<file path="config.mk">
export PLATFORM = sky130hd
export DESIGN_NAME = brp_front
export DESIGN_NICKNAME = d
export VERILOG_FILES = /design/src/design/brp_pkg.sv /design/src/design/brp_front.sv
export SDC_FILE = /design/constraint.sdc
export NUM_CORES = 2
export LEC_CHECK = 0
export BUFFER_PORTS_ARGS = -buffer_cell sky130_fd_sc_hd__clkbuf_2
export CAP_MARGIN = 20
export CORE_AREA = 2 2 426 428
export DETAILED_ROUTE_END_ITERATION = 6
export DIE_AREA = 0 0 428 430
export HOLD_SLACK_MARGIN = 0.06
export MAX_ROUTING_LAYER = met4
export SETUP_SLACK_MARGIN = 0.5
export SKIP_CTS_REPAIR_TIMING = 1
export SLEW_MARGIN = 25
export SYNTH_ARGS = -nofsm -noshare
export SYNTH_HDL_FRONTEND = slang
export SYNTH_SLANG_ARGS = --single-unit
</file>
<file path="constraint.sdc">
create_clock -name clk -period 13.4 [get_ports clk]
set_clock_uncertainty 0.1 [all_clocks]
set_input_delay 1.34 -clock clk [delete_from_list [all_inputs] [get_ports clk]]
set_output_delay 1.34 -clock clk [all_outputs]
set_load 0.01 [all_outputs]
</file>
<file path="src/design/brp_pkg.sv">
package brp_pkg;

    // field widths
    localparam int AMT_W      = 64;
    localparam int SIZE_W     = 32;
    localparam int HALF_W     = 32;
    localparam int PROD_W     = 128;
    localparam int DIV_STAGES = 64;

    // queue between front and back
    localparam int Q_DEPTH = 4;
    localparam int Q_AW    = 2;
    localparam int Q_CW    = 3;

    // status codes
    localparam logic STATUS_OK       = 1'b0;
    localparam logic STATUS_OVERSIZE = 1'b1;

    // input request
    typedef struct packed {
        logic [AMT_W-1:0]  amount;
        logic [SIZE_W-1:0] median_size;
        logic [SIZE_W-1:0] block_size;
    } req_t;

    // output response
    typedef struct packed {
        logic [AMT_W-1:0] penalized_amount;
        logic             status;
    } rsp_t;

    // request class decided by the front
    typedef enum logic [1:0] {
        CLS_OVERSIZE,
        CLS_ZERO,
        CLS_PASS,
        CLS_SCALE
    } cls_t;

    // classified work item held in the queue
    typedef struct packed {
        cls_t             cls;
        logic [AMT_W-1:0] amount;
        logic [AMT_W-1:0] mult;
        logic [AMT_W-1:0] divisor;
    } item_t;

endpackage

</file>
<file path="src/design/brp_front.sv">
module brp_front (
    input  logic          clk,
    input  logic          rst_n,
    input  logic          req_valid,
    output logic          req_stall,
    input  brp_pkg::req_t req,
    output logic          item_valid,
    output brp_pkg::item_t item,
    input  logic          q_full
);
    import brp_pkg::*;

    logic             f_valid_reg, f_valid_next;
    item_t            f_item_reg, f_item_next;
    logic [SIZE_W:0]  twice;
    logic [SIZE_W:0]  diff;
    logic [SIZE_W:0]  size_ext;
    logic             load;
    logic             push;

    // handshake
    assign push      = f_valid_reg && !q_full;
    assign req_stall = f_valid_reg && q_full;
    assign load      = req_valid && !req_stall;

    // classify and form the scale factors
    assign twice    = {req.median_size, 1'b0};
    assign size_ext = {1'b0, req.block_size};
    assign diff     = twice - size_ext;

    always_comb
    begin
        f_item_next.amount  = req.amount;
        f_item_next.mult    = AMT_W'(diff[SIZE_W-1:0]) * AMT_W'(req.block_size);
        f_item_next.divisor = AMT_W'(req.median_size) * AMT_W'(req.median_size);
        if (size_ext > twice)
        begin
            f_item_next.cls = CLS_OVERSIZE;
        end
        else if (req.amount == '0)
        begin
            f_item_next.cls = CLS_ZERO;
        end
        else if (req.block_size <= req.median_size)
        begin
            f_item_next.cls = CLS_PASS;
        end
        else
        begin
            f_item_next.cls = CLS_SCALE;
        end
    end

    // stage valid
    always_comb
    begin
        f_valid_next = f_valid_reg;
        if (load)
        begin
            f_valid_next = 1'b1;
        end
        else if (push)
        begin
            f_valid_next = 1'b0;
        end
    end

    always_ff @(posedge clk or negedge rst_n)
    begin
        if (!rst_n)
        begin
            f_valid_reg <= 1'b0;
        end
        else
        begin
            f_valid_reg <= f_valid_next;
        end
    end

    // stage payload
    always_ff @(posedge clk)
    begin
        if (load)
        begin
            f_item_reg <= f_item_next;
        end
    end

    assign item_valid = f_valid_reg;
    assign item       = f_item_reg;

endmodule

</file>
=== After elaboration in Yosys (flattened, before gate mapping) ===
Cells that the tools add are included.

* Add/subtract/negate cells: 1
* Multiply operators: 2
* $lt $le $gt $ge: 2
* Muxes and demuxes: 4
* Reduce and logical (&&, ||, !) cells: 8

{| class="wikitable"
|+ Operators by type and width
! operator !! number
|-
| multiplier 32 x 32 -> 64 bit || 2
|-
| logical NOT 64 bit || 1
|-
| > comparator 32 x 33 -> 1 bit || 1
|-
| <= comparator 32 bit || 1
|-
| subtractor 32 bit || 1
|-
| two-way mux 1 bit || 4
|-
| logical AND 1 bit || 3
|-
| logical NOT 1 bit || 2
|-
| nonzero test 2 bit || 1
|-
| OR reduction 2 bit || 1
|}

* Flip-flop bits (word level): 195
* Input bits: 132
* Word-level logic and storage cells: 23

=== Longest topological paths before layout ===
* Depth after elaboration: 4
* Gate-level depth with buffers: 44
* Mapped depth without buffers: 41

=== Worst setup path after synthesis ===
No wires, ideal clock.

* Path kind: input-to-reg
* Start: input req[32] (netlist name)
* End: register f_item_reg (netlist bit item[123]), data pin
* Library setup time: 266 ps
* Data arrival time: 10599 ps
* Setup slack: 2435 ps
* Cell stages on the path: 39
* Path buffers: 3
* Cells stage by stage: clkbuf_1 > inv_1 > buf_1 > fa_1 > nor2b_1 > o21ai_1 > a21oi_1 > o31ai_4 > a21boi_1 > o21a_1 > o41ai_4 > o21ai_1 > a21oi_1 > xnor2_1 > clkbuf_1 > and2_1 > fa_1 > inv_1 > [3 not listed] > inv_1 > fa_1 > fa_1 > fa_1 > fa_1 > ha_1 > a21o_1 > a21o_1 > a21o_1 > a221o_1 > a21oi_2 > o31a_1 > o21ai_2 > a221oi_2 > o31ai_2 > a31oi_1 > o21ai_1 > xor2_1

{| class="wikitable"
|+ RTL lines
! element !! RTL line !! text
|-
| start, declared || brp_front.sv:6 || <nowiki>input brp_pkg::req_t req,</nowiki>
|-
| end signal, assigned || brp_front.sv:85 || <nowiki>f_item_reg <= f_item_next;</nowiki>
|-
| end, declared || brp_front.sv:14 || <nowiki>item_t f_item_reg, f_item_next;</nowiki>
|}

==> summary.txt <==
Status
  – Status: complete, no violations

Synth
  – Post-synth EDFFs: 193
  – Avg Cell Area, Syn: 9.453 sq um
  – Cells after synthesis: 7546
  – Mapped Area: 0.07133 sq mm
  – Synthesized Nets: 10010
  – Total of warnings raised by yosys: 0
  – Sequential-to-total area share from yosys stat: 0.08160
  – Share of synthesized flip-flops with an asynchronous set or reset: 0.005155
  – Synth cell types: 74
  – Most used DFF post-synth: edfxtp_1
  – Yosys reg bits: 194

Setup path
  – Largest stage delay, worst path: 0.73 ns
  – R2r startpoint: item_valid
  – Worst path top cell family by delay: adder cells
  – Crit path DAT: 12.30 ns
  – Critical Path Start Type: input pin
  – Reg2Reg Depth: 4
  – FF-to-FF End: item[61]
  – Crit path required time: 13.64 ns
  – Critical Setup Path Class: in -> reg
  – CP max-delay cell: a21oi_4
  – R2R Setup Slk: 10.94 ns
  – Crit-path max FO: 12
  – Crit-path most repeated cell: fa_1
  – WP buf/inv: 8
  – Critical path capture point type: register

Flow run
  – Maxcap violations: 0

Routing
  – Routed wire length: 225800 microns
  – DRT Pass-1 Iters: 6
  – Remaining DRCs: 0
  – Vias/cell: 5.141
  – Starting DRT DRC Count: 3474
  – Wire per inst: 22.40 microns
  – DR vias: 51840
  – Antenna-violating nets left: 0

Timing
  – Post-route minimum period: 12.06 ns
  – Setup TNS: 0 ns
  – Setup violations, final: 0
  – Max Fclk: 82.91 MHz
  – Worst Tran Pin Value: 1.136 ns
  – Unrepaired setup endpoints after global routing: false
  – Max Slew Vio Count: 0
  – Max transition margin: 0.2380
  – Crit share post-route: 0.9001
  – Endpoints failing hold: 0

Place
  – PortBufs: 326
  – Cell Count Post-Placement: 10040
  – Routability cong.: 0.9536
  – DPL Wire Length: 183900 microns

Layout
  – Commonest non-fill, non-tap cell in the layout: inv_1
  – Most frequent cells in the layout: inv_1, fa_1, nand2_1, ha_1, and2_1
  – Post-layout net count: 10150
  – Final core utilization: 0.4265
  – Share of layout cells above drive strength 1: 0.07661
  – Cell Count, Final, Fillers Out: 10080
  – Fillers: 17570
  – Synth-to-layout area growth: 7.472%

Floorplan
  – Die Y: 430 microns
  – Floorplan row count: 156
  – I/O pins: 328
  – Width of the die: 428 microns
  – Starting Density: 0.3968
  – Die ar.: 0.1840 sq mm
  – CORE AREA: 0.1798 sq mm

Clock network
  – Clk buf depth: 2
  – H-tree depth: 4
  – CTS clock-pin slew for the worst setup and hold paths: 0.10 ns
  – Skew-Pair Late Insertion Delay: 0.58 ns
  – Root buf cell: clkbuf_16
  – Total CTS buffers: 17
  – Clock sinks: 194
  – CTS tree: yes

GRT
  – Vias in the first global route: 56940
  – Total track usage: 0.2612
  – First-pass GRT wire length: 349600 microns
  – Initial antenna violation count: 10
  – Gr ovfl total: 0
  – Largest net degree at the start of global routing: 116

Worst hold path
  – Hold Path Class: in -> async
registers in the layout, indices dropped and copies added (netlist names):
register	flops
item	193
item_valid	1
cell type report:
type	count	area [sq um]	area share
inverter	1919	7203	0.09396
tap	2370	2965	0.03868
timing repair buffer	475	2763	0.03604
sequential	194	5821	0.07592
clock buffer	17	425.4	0.005549
antenna	11	27.53	0.0003590
clock inverter	15	225.2	0.002938
multi-input combinational	5081	57230	0.7466
cells by family (layout without fill, tap and decap cells):
logic type | Yosys count | after routing | synth area share
AOI/OAI and AO/OA | 535 | 535 | 0.04836
xor gates and xnor gates | 165 | 165 | 0.02036
adders and majority gates | 2334 | 2334 | 0.5887
buffers and inverters | 2271 | 2426 | 0.1201
DFF | 194 | 194 | 0.08160
muxes | 65 | 65 | 0.009770
other | 1 | 12 | 0.00005257
and+or+nand+nor | 1981 | 1981 | 0.1310
metal layers:
metal,vias to the layer above,GRT usage,routed length (microns)
met5,-,-,0
met4,0,0.1418,14170
met3,444,0.03495,13330
met2,1846,0.4248,109300
met1,27010,0.3163,89030
li1,22540,-,-
worst max-delay path by stage:
| stage | cells past startpoint | from | slack [ns] | end |
|---|---|---|---|---|
| global route | 39 | req[1] | 0.93 | item[124] |
| detailed placement | 37 | req[5] | 0.86 | item[124] |
| CTS | 37 | req[5] | 1.51 | item[124] |
| global placement | 36 | req[33] | 1.03 | item[124] |
| floorplan | 39 | req[32] | 2.44 | item[123] |
| finish | 39 | req[1] | 1.34 | item[124] |
Yosys cell counts (5+ instances only):
cell	n	area [sq um]
inv_1	1908	7162
fa_1	1704	34110
nand2_1	826	3100
ha_1	630	7883
and2_1	475	2972
nor2_1	387	1453
clkbuf_1	314	1179
edfxtp_1	193	5796
a21oi_1	182	910.9
xnor2_1	114	998.5
a21o_1	112	840.8
nand2b_1	93	581.8
o21ai_0	77	385.4
xor2_1	50	437.9
nand4_1	45	281.5
mux2_1	30	337.8
nand3_1	30	150.1
nor2b_1	29	181.4
mux2i_1	28	280.3
nor4_1	26	162.7
o21bai_1	26	195.2
nor3_1	25	125.1
buf_1	21	78.83
o21ai_1	18	90.09
a31oi_1	17	106.4
o21a_1	16	120.1
and2_4	12	105.1
a211oi_1	11	82.58
and3_1	11	68.82
buf_2	10	50.05
or2_2	9	56.30
clkinv_1	8	30.03
a21oi_2	7	61.31
mux2_2	7	78.83
o31ai_1	7	52.55
o211ai_1	6	45.04
buf_4	5	37.54
per-stage QoR:
step	area (sq um)	hold WS [ns]	setup slack [ns]
floorplan	71330	0.6300	2.435
global placement	75960	0.5703	1.032
detailed placement	75980	0.5930	0.8597
CTS	76630	0.3578	1.514
global route	76650	0.3854	0.9304
finish	76660	0.4116	1.338
worst reg2reg max path: stages, from the launching register on:
cell	delay, ns
dfrtp_1	0.38
and2_1	0.20
nor2b_4	0.11
buf_4	0.49
buf_12	0.48
Power is left out: the tool's default activity adds up to more than one toggle a clock period on the data nets, which glitch-free logic cannot reach.
