--- config.mk ---
export PLATFORM = sky130hd
export DESIGN_NAME = brp_queue
export DESIGN_NICKNAME = d
export VERILOG_FILES = /design/src/design/brp_pkg.sv /design/src/design/brp_queue.sv
export SDC_FILE = /design/constraint.sdc
export NUM_CORES = 1
export LEC_CHECK = 0
export BUFFER_PORTS_ARGS = -buffer_cell sky130_fd_sc_hd__buf_2
export CAP_MARGIN = 20
export CORE_MARGIN = 3
export CORE_UTILIZATION = 57
export CTS_CLUSTER_DIAMETER = 100
export DETAILED_ROUTE_END_ITERATION = 12
export MAX_ROUTING_LAYER = met4
export PLACE_DENSITY = 0.79
export RECOVER_POWER = 25
export SETUP_SLACK_MARGIN = 0.2
export SLEW_MARGIN = 20
export SYNTH_ARGS = -nofsm -noshare
export SYNTH_HDL_FRONTEND = slang
export SYNTH_SLANG_ARGS = --single-unit
--- constraint.sdc ---
create_clock -name clk -period 6.45 [get_ports clk]
set_input_delay 0 -clock clk [delete_from_list [all_inputs] [get_ports clk]]
set_output_delay 0 -clock clk [all_outputs]
set_load 0.05 [all_outputs]
--- src/design/brp_pkg.sv ---
package brp_pkg;

    // field widths
    localparam int AMT_W      = 64;
    localparam int SIZE_W     = 32;
    localparam int HALF_W     = 32;
    localparam int PROD_W     = 128;
    localparam int DIV_STAGES = 64;

    // queue between front and back
    localparam int Q_DEPTH = 4;
    localparam int Q_AW    = 2;
    localparam int Q_CW    = 3;

    // status codes
    localparam logic STATUS_OK       = 1'b0;
    localparam logic STATUS_OVERSIZE = 1'b1;

    // input request
    typedef struct packed {
        logic [AMT_W-1:0]  amount;
        logic [SIZE_W-1:0] median_size;
        logic [SIZE_W-1:0] block_size;
    } req_t;

    // output response
    typedef struct packed {
        logic [AMT_W-1:0] penalized_amount;
        logic             status;
    } rsp_t;

    // request class decided by the front
    typedef enum logic [1:0] {
        CLS_OVERSIZE,
        CLS_ZERO,
        CLS_PASS,
        CLS_SCALE
    } cls_t;

    // classified work item held in the queue
    typedef struct packed {
        cls_t             cls;
        logic [AMT_W-1:0] amount;
        logic [AMT_W-1:0] mult;
        logic [AMT_W-1:0] divisor;
    } item_t;

endpackage

--- src/design/brp_queue.sv ---
module brp_queue (
    input  logic           clk,
    input  logic           rst_n,
    input  logic           push_valid,
    input  brp_pkg::item_t push_item,
    output logic           full,
    input  logic           pop,
    output logic           head_valid,
    output brp_pkg::item_t head
);
    import brp_pkg::*;

    item_t           mem_reg [Q_DEPTH];
    logic [Q_AW-1:0] wr_ptr_reg, wr_ptr_next;
    logic [Q_AW-1:0] rd_ptr_reg, rd_ptr_next;
    logic [Q_CW-1:0] cnt_reg, cnt_next;
    logic            do_push;
    logic            do_pop;

    assign full       = (cnt_reg == Q_CW'(Q_DEPTH));
    assign head_valid = (cnt_reg != '0);
    assign head       = mem_reg[rd_ptr_reg];
    assign do_push    = push_valid && !full;
    assign do_pop     = pop && head_valid;

    // pointers and fill count
    always_comb
    begin
        wr_ptr_next = do_push ? wr_ptr_reg + 1'b1 : wr_ptr_reg;
        rd_ptr_next = do_pop ? rd_ptr_reg + 1'b1 : rd_ptr_reg;
        cnt_next    = cnt_reg;
        if (do_push && !do_pop)
        begin
            cnt_next = cnt_reg + 1'b1;
        end
        else if (!do_push && do_pop)
        begin
            cnt_next = cnt_reg - 1'b1;
        end
    end

    always_ff @(posedge clk or negedge rst_n)
    begin
        if (!rst_n)
        begin
            wr_ptr_reg <= '0;
            rd_ptr_reg <= '0;
            cnt_reg    <= '0;
        end
        else
        begin
            wr_ptr_reg <= wr_ptr_next;
            rd_ptr_reg <= rd_ptr_next;
            cnt_reg    <= cnt_next;
        end
    end

    // entry storage
    always_ff @(posedge clk)
    begin
        if (do_push)
        begin
            mem_reg[wr_ptr_reg] <= push_item;
        end
    end

endmodule

## Yosys cells after proc, flatten, opt, wreduce, memory -nomap -nowiden

Memories as Yosys holds them, arrays and structs flattened.
Cells that the tools add are included.

| storage, ports and cells | value |
|---|---|
| memories kept | 1 |
| register bits after elaboration | 7 |
| logic and storage cells | 22 |
| bits of input ports | 198 |
| RAM bits | 776 |

Memory list:

| memory | depth | width | read ports | clocked after Yosys merged registers in | write ports | RTL line | text |
|---|---|---|---|---|---|---|---|
| mem_reg | 4 | 194 | 1 | 0 | 1 | brp_queue.sv:13 | `item_t mem_reg [Q_DEPTH];` |

| operators by class | value |
|---|---|
| $add $sub $neg | 4 |
| reduce and logical (&&, ||, !) cells | 9 |
| equality and inequality tests | 1 |
| muxes and demuxes | 4 |

Operator list:

| cell | count |
|---|---|
| $mux W3 | 2 |
| $add A2 B1 Y2 const B | 2 |
| $logic_and A1 B1 Y1 | 4 |
| $add A3 B1 Y3 const B | 1 |
| $eq A3 B3 Y1 const B | 1 |
| $logic_not A1 Y1 | 3 |
| $reduce_bool A3 Y1 | 1 |
| $sub A3 B1 Y3 const B | 1 |
| $mux W1 | 2 |
| $reduce_bool A2 Y1 | 1 |

## Logic depth before layout (Yosys ltp)

| logic depth | value |
|---|---|
| word-level depth | 7 |
| depth in mapped cells | 9 |
| gate-level depth less buffers | 8 |

## Least setup slack after synthesis

Ideal clock, no wire load.

| timing | value |
|---|---|
| path kind | register to register |
| start point | register cnt_reg[2] |
| end point | memory mem_reg[2][0] in the netlist's numbering, enable pin |
| path slack | 337 ps |
| cell stages (with the launch flop) | 5 |
| data arrival time | 5535 ps |
| required time | 5872 ps |
| path buffers | 1 |
| path through | dfrtp_1 nor3b_1 nor2b_1 clkbuf_1 and2_1 |

| between the ends | value |
|---|---|
| longest elaborated chain between the ends | 5 |

RTL lines:

| what | RTL line | text |
|---|---|---|
| from (decl) | brp_queue.sv:16 | `logic [Q_CW-1:0] cnt_reg, cnt_next;` |
| from (signal assigned) | brp_queue.sv:54 | `cnt_reg <= cnt_next;` |
| $eq A3 B3 Y1 | brp_queue.sv:20 | `assign full = (cnt_reg == Q_CW'(Q_DEPTH));` |
| net full | brp_queue.sv:6 | `output logic full,` |
| $logic_not A1 Y1 | brp_queue.sv:23 | `assign do_push = push_valid && !full;` |
| $logic_and A1 B1 Y1 | brp_queue.sv:23 |  |
| net do_push | brp_queue.sv:17 | `logic do_push;` |
| $mux W1 | brp_queue.sv:61 | `if (do_push)` |
| $mux W1 (implied by the code) | brp_queue.sv:63 | `mem_reg[wr_ptr_reg] <= push_item;` |
| to (decl) | brp_queue.sv:13 |  |

The timed path passes the listed nets, and every way through them passes these cells.

==> flow_summary.toml <==
[outcome]
outcome = "finished clean"

[final_layout]
finalNonFillerCells = 2413
fin_area_mm2 = 0.03531
regArea_mm2 = 0.02349
multi_input_area_mm2 = 0.004681
largest_reg_flops = 776
finalNetCount = 1889
nFillCells = 2754
drive_gt1_share_pct = 32.62
area_growth_pct = 23.94

[die]
io_pins = 394
core_mm2 = 0.04915
dieArea_mm2 = 0.05270
die_w_um = 229.6
die_h_um = 229.6
rows = 81
initial_core_util_pct = 57.96

[clock_network]
ctsRootBufferMaster = "clkbuf_16"
cts_setup_buffers = 0
cts_max_level = 3
path_clk_slew_ns = 0.06
cts_num_sinks = 783
holdBufCountCts = 198
clockBufferDepth = 3
ctsResizeCount = 0
numCtsBuffers = 75
insertion_delay_ns = 0.61
cts_tree = "done"

[pwr]
power.density_mw_per_mm2 = 518.7
p_int_w = 0.01115
comb_power_share_pct = 38.5
finalPower_w = 0.01832
power.leakage_nw = 11.89
p_seq_share_pct = 38.7
switching_share_pct = 39.11
power_frac_clock_pct = 22.8
peakVddDrop_mv = 0.4018
switching_power_w = 0.007163

[critical_path]
crit_required_ns = 6.45
worstReg2RegEnd = "mem_reg[0][63]"
reg2reg_depth = 4
cp.arrival_ns = 3.26
slowest_delay_ns = 0.87
regToRegSetupSlack_ns = 3.34
cp_cell_sequence = "buf_4, mux4_1, buf_2"
path_class = "reg -> out"
startpoint_type = "register"
cp_max_fo = 44
worstReg2RegStart = "cnt_reg[2]"
worst_path_max_delay_cell = "dfrtp_4"
cp-end-kind = "output pin"

[logic_synthesis]
synth_top_cell_by_area = "edfxtp_1"
synth_edf_count = 776
yosys_warnings = 0
syn_inst = 1049
syn-cell-area_mm2 = 0.02849
synth.top_cell.area_share_pct = 81.79
syn_nets = 1253
ys_top_cells_by_area = "edfxtp_1 82%, mux4_2 14%, mux4_1 2.1%"
avgSynthCellArea_um2 = 27.16
async_flop_share_pct = 0.8940
synth_flop_cell = "edfxtp_1"
yosys_register_bits = 783
synth_cell_type_count = 21
synth-seq-area-share_pct = 82.40

[route]
drc = 0
vias_per_cell = 5.758
drtIter0Drc = 1086
drt-total-wl_um = 61420
postRouteAntennaNets = 0
drt-pass1-iter-count = 5
avgRoutedWirePerCell_um = 25.45
vias = 13895

[global_route]
grt.overflow.total = 0
antenna_found_initial = 7
grt_pass1_vias = 14944
track_usage_pct = 24.28
grt_pass1_wl_um = 92870
grt_max_degree = 105

[timing]
max_freq_ghz = 0.3065
slew_headroom_pct = 33.88
rsz0062_at_grt = "no"
worst_pin_slew_ns = 0.9917
holdWs_ns = 0.1795
fin_skew_ns = 0.02586
min_period_over_period_pct = 50.59
drv_slew = 0
setup_viol = 0
hold_viol_final = 0
setup-tns-final_ns = 0
period_minus_slack_ns = 3.263

[min_path]
hp-class = "in -> reg"
holdPathStages = 2
min_from = "push_item[17]"
min_to = "mem_reg[3][17]"

[placed_design]
port_buffers = 393
placed_area_mm2 = 0.03115
place.gp.congestion = 0.7839
dp_hpwl_um = 32410
dp.cells = 2074

[flow_run]
drv_cap = 0
## through the flow
stage	utilization, %	setup WS (ns)
detailed placement	63.37	3.446
CTS	72.08	3.089
global route	71.83	2.947
floorplan	-	0.3366
finish	71.84	3.187
global placement	63.37	3.523
## area by class of cell
type | instances | share of cell area (%)
antenna | 11 | 0.07795
timing repair buffer | 604 | 11.26
sequential | 783 | 66.51
inverter | 3 | 0.03189
multi-input combinational | 218 | 13.26
clock inverter | 35 | 0.8610
clock buffer | 95 | 5.648
tap | 664 | 2.353
## metal layers
layer	track usage, %	vias to the layer above	part of all wire [%]
li1	-	5863	-
met1	31.05	7238	37
met2	39.68	676	52
met3	5.659	118	7.8
met4	7.078	0	2.9
met5	-	-	0
## layout by cell type (no fill, tap or decap)
cell type	instances
and2_4	4
mux4_2	171
nor2b_1	1
clkinvlp_4	3
inv_6	3
clkinv_1	15
nor2_1	1
diode_2	11
buf_2	278
buf_4	7
clkbuf_1	133
xnor2_1	4
nor3b_1	1
inv_1	3
dfrtp_4	2
clkinv_4	1
nand3_1	1
bufinv_16	5
or3_1	1
fa_1	1
buf_12	6
nand2_1	1
ha_1	5
xor2_1	2
dfrtp_1	5
clkinv_2	8
mux2_2	2
edfxtp_1	776
clkbuf_16	77
mux4_1	23
dlygate4sd3_1	198
## kinds of logic (layout without fill, tap and decap cells)
logic type	Yosys count	count (layout)	share of synthesized area, %
flip-flops	783	783	82.40
multiplexers	196	196	15.72
XOR/XNOR	6	6	0.1844
AND/OR/NAND/NOR	10	10	0.2020
buffers and inverters	48	737	1.203
adder cells (fa/ha/maj)	6	6	0.2898
other	0	11	0
## critical path: cells and delay by family, from the launching register on
kind                   cells  cell delay (ns)
flip-flops                 1             0.87
multiplexers               1             0.67
buffers and inverters      2             1.05
## worst max-delay path by stage
stage / startpoint / endpoint / slack (ns) / depth (start not counted)
2_1_floorplan: cnt_reg[2] / mem_reg[2][0] / 0.34 / 4
5_1_grt: rd_ptr_reg[0] / head[73] / 2.95 / 3
3_3_place_gp: cnt_reg[2] / mem_reg[0][61] / 3.52 / 4
4_1_cts: rd_ptr_reg[0] / head[73] / 3.09 / 3
6_report: rd_ptr_reg[0] / head[73] / 3.19 / 3
3_5_place_dp: cnt_reg[2] / mem_reg[0][123] / 3.45 / 4
## Yosys cell counts (2+ instances only)
master	n
dfrtp_1	7
buf_6	15
edfxtp_1	776
mux4_1	23
mux2_2	2
xor2_1	2
and2_1	4
ha_1	5
buf_2	22
inv_1	3
xnor2_1	4
clkbuf_1	6
mux4_2	171
buf_8	2
## power by group through the flow
stage,combinational [W],clock [W],sequential [W]
after detailed placement,0.00695,0,0.00716
after global placement,0.00693,0,0.00708
after CTS,0.00708,0.00423,0.00707
after global routing,0.00732,0.00444,0.00717
after floorplan,0.00554,0,0.00716
final,0.00706,0.00417,0.00709
No activity file was read; power rests on OpenSTA's default activity.
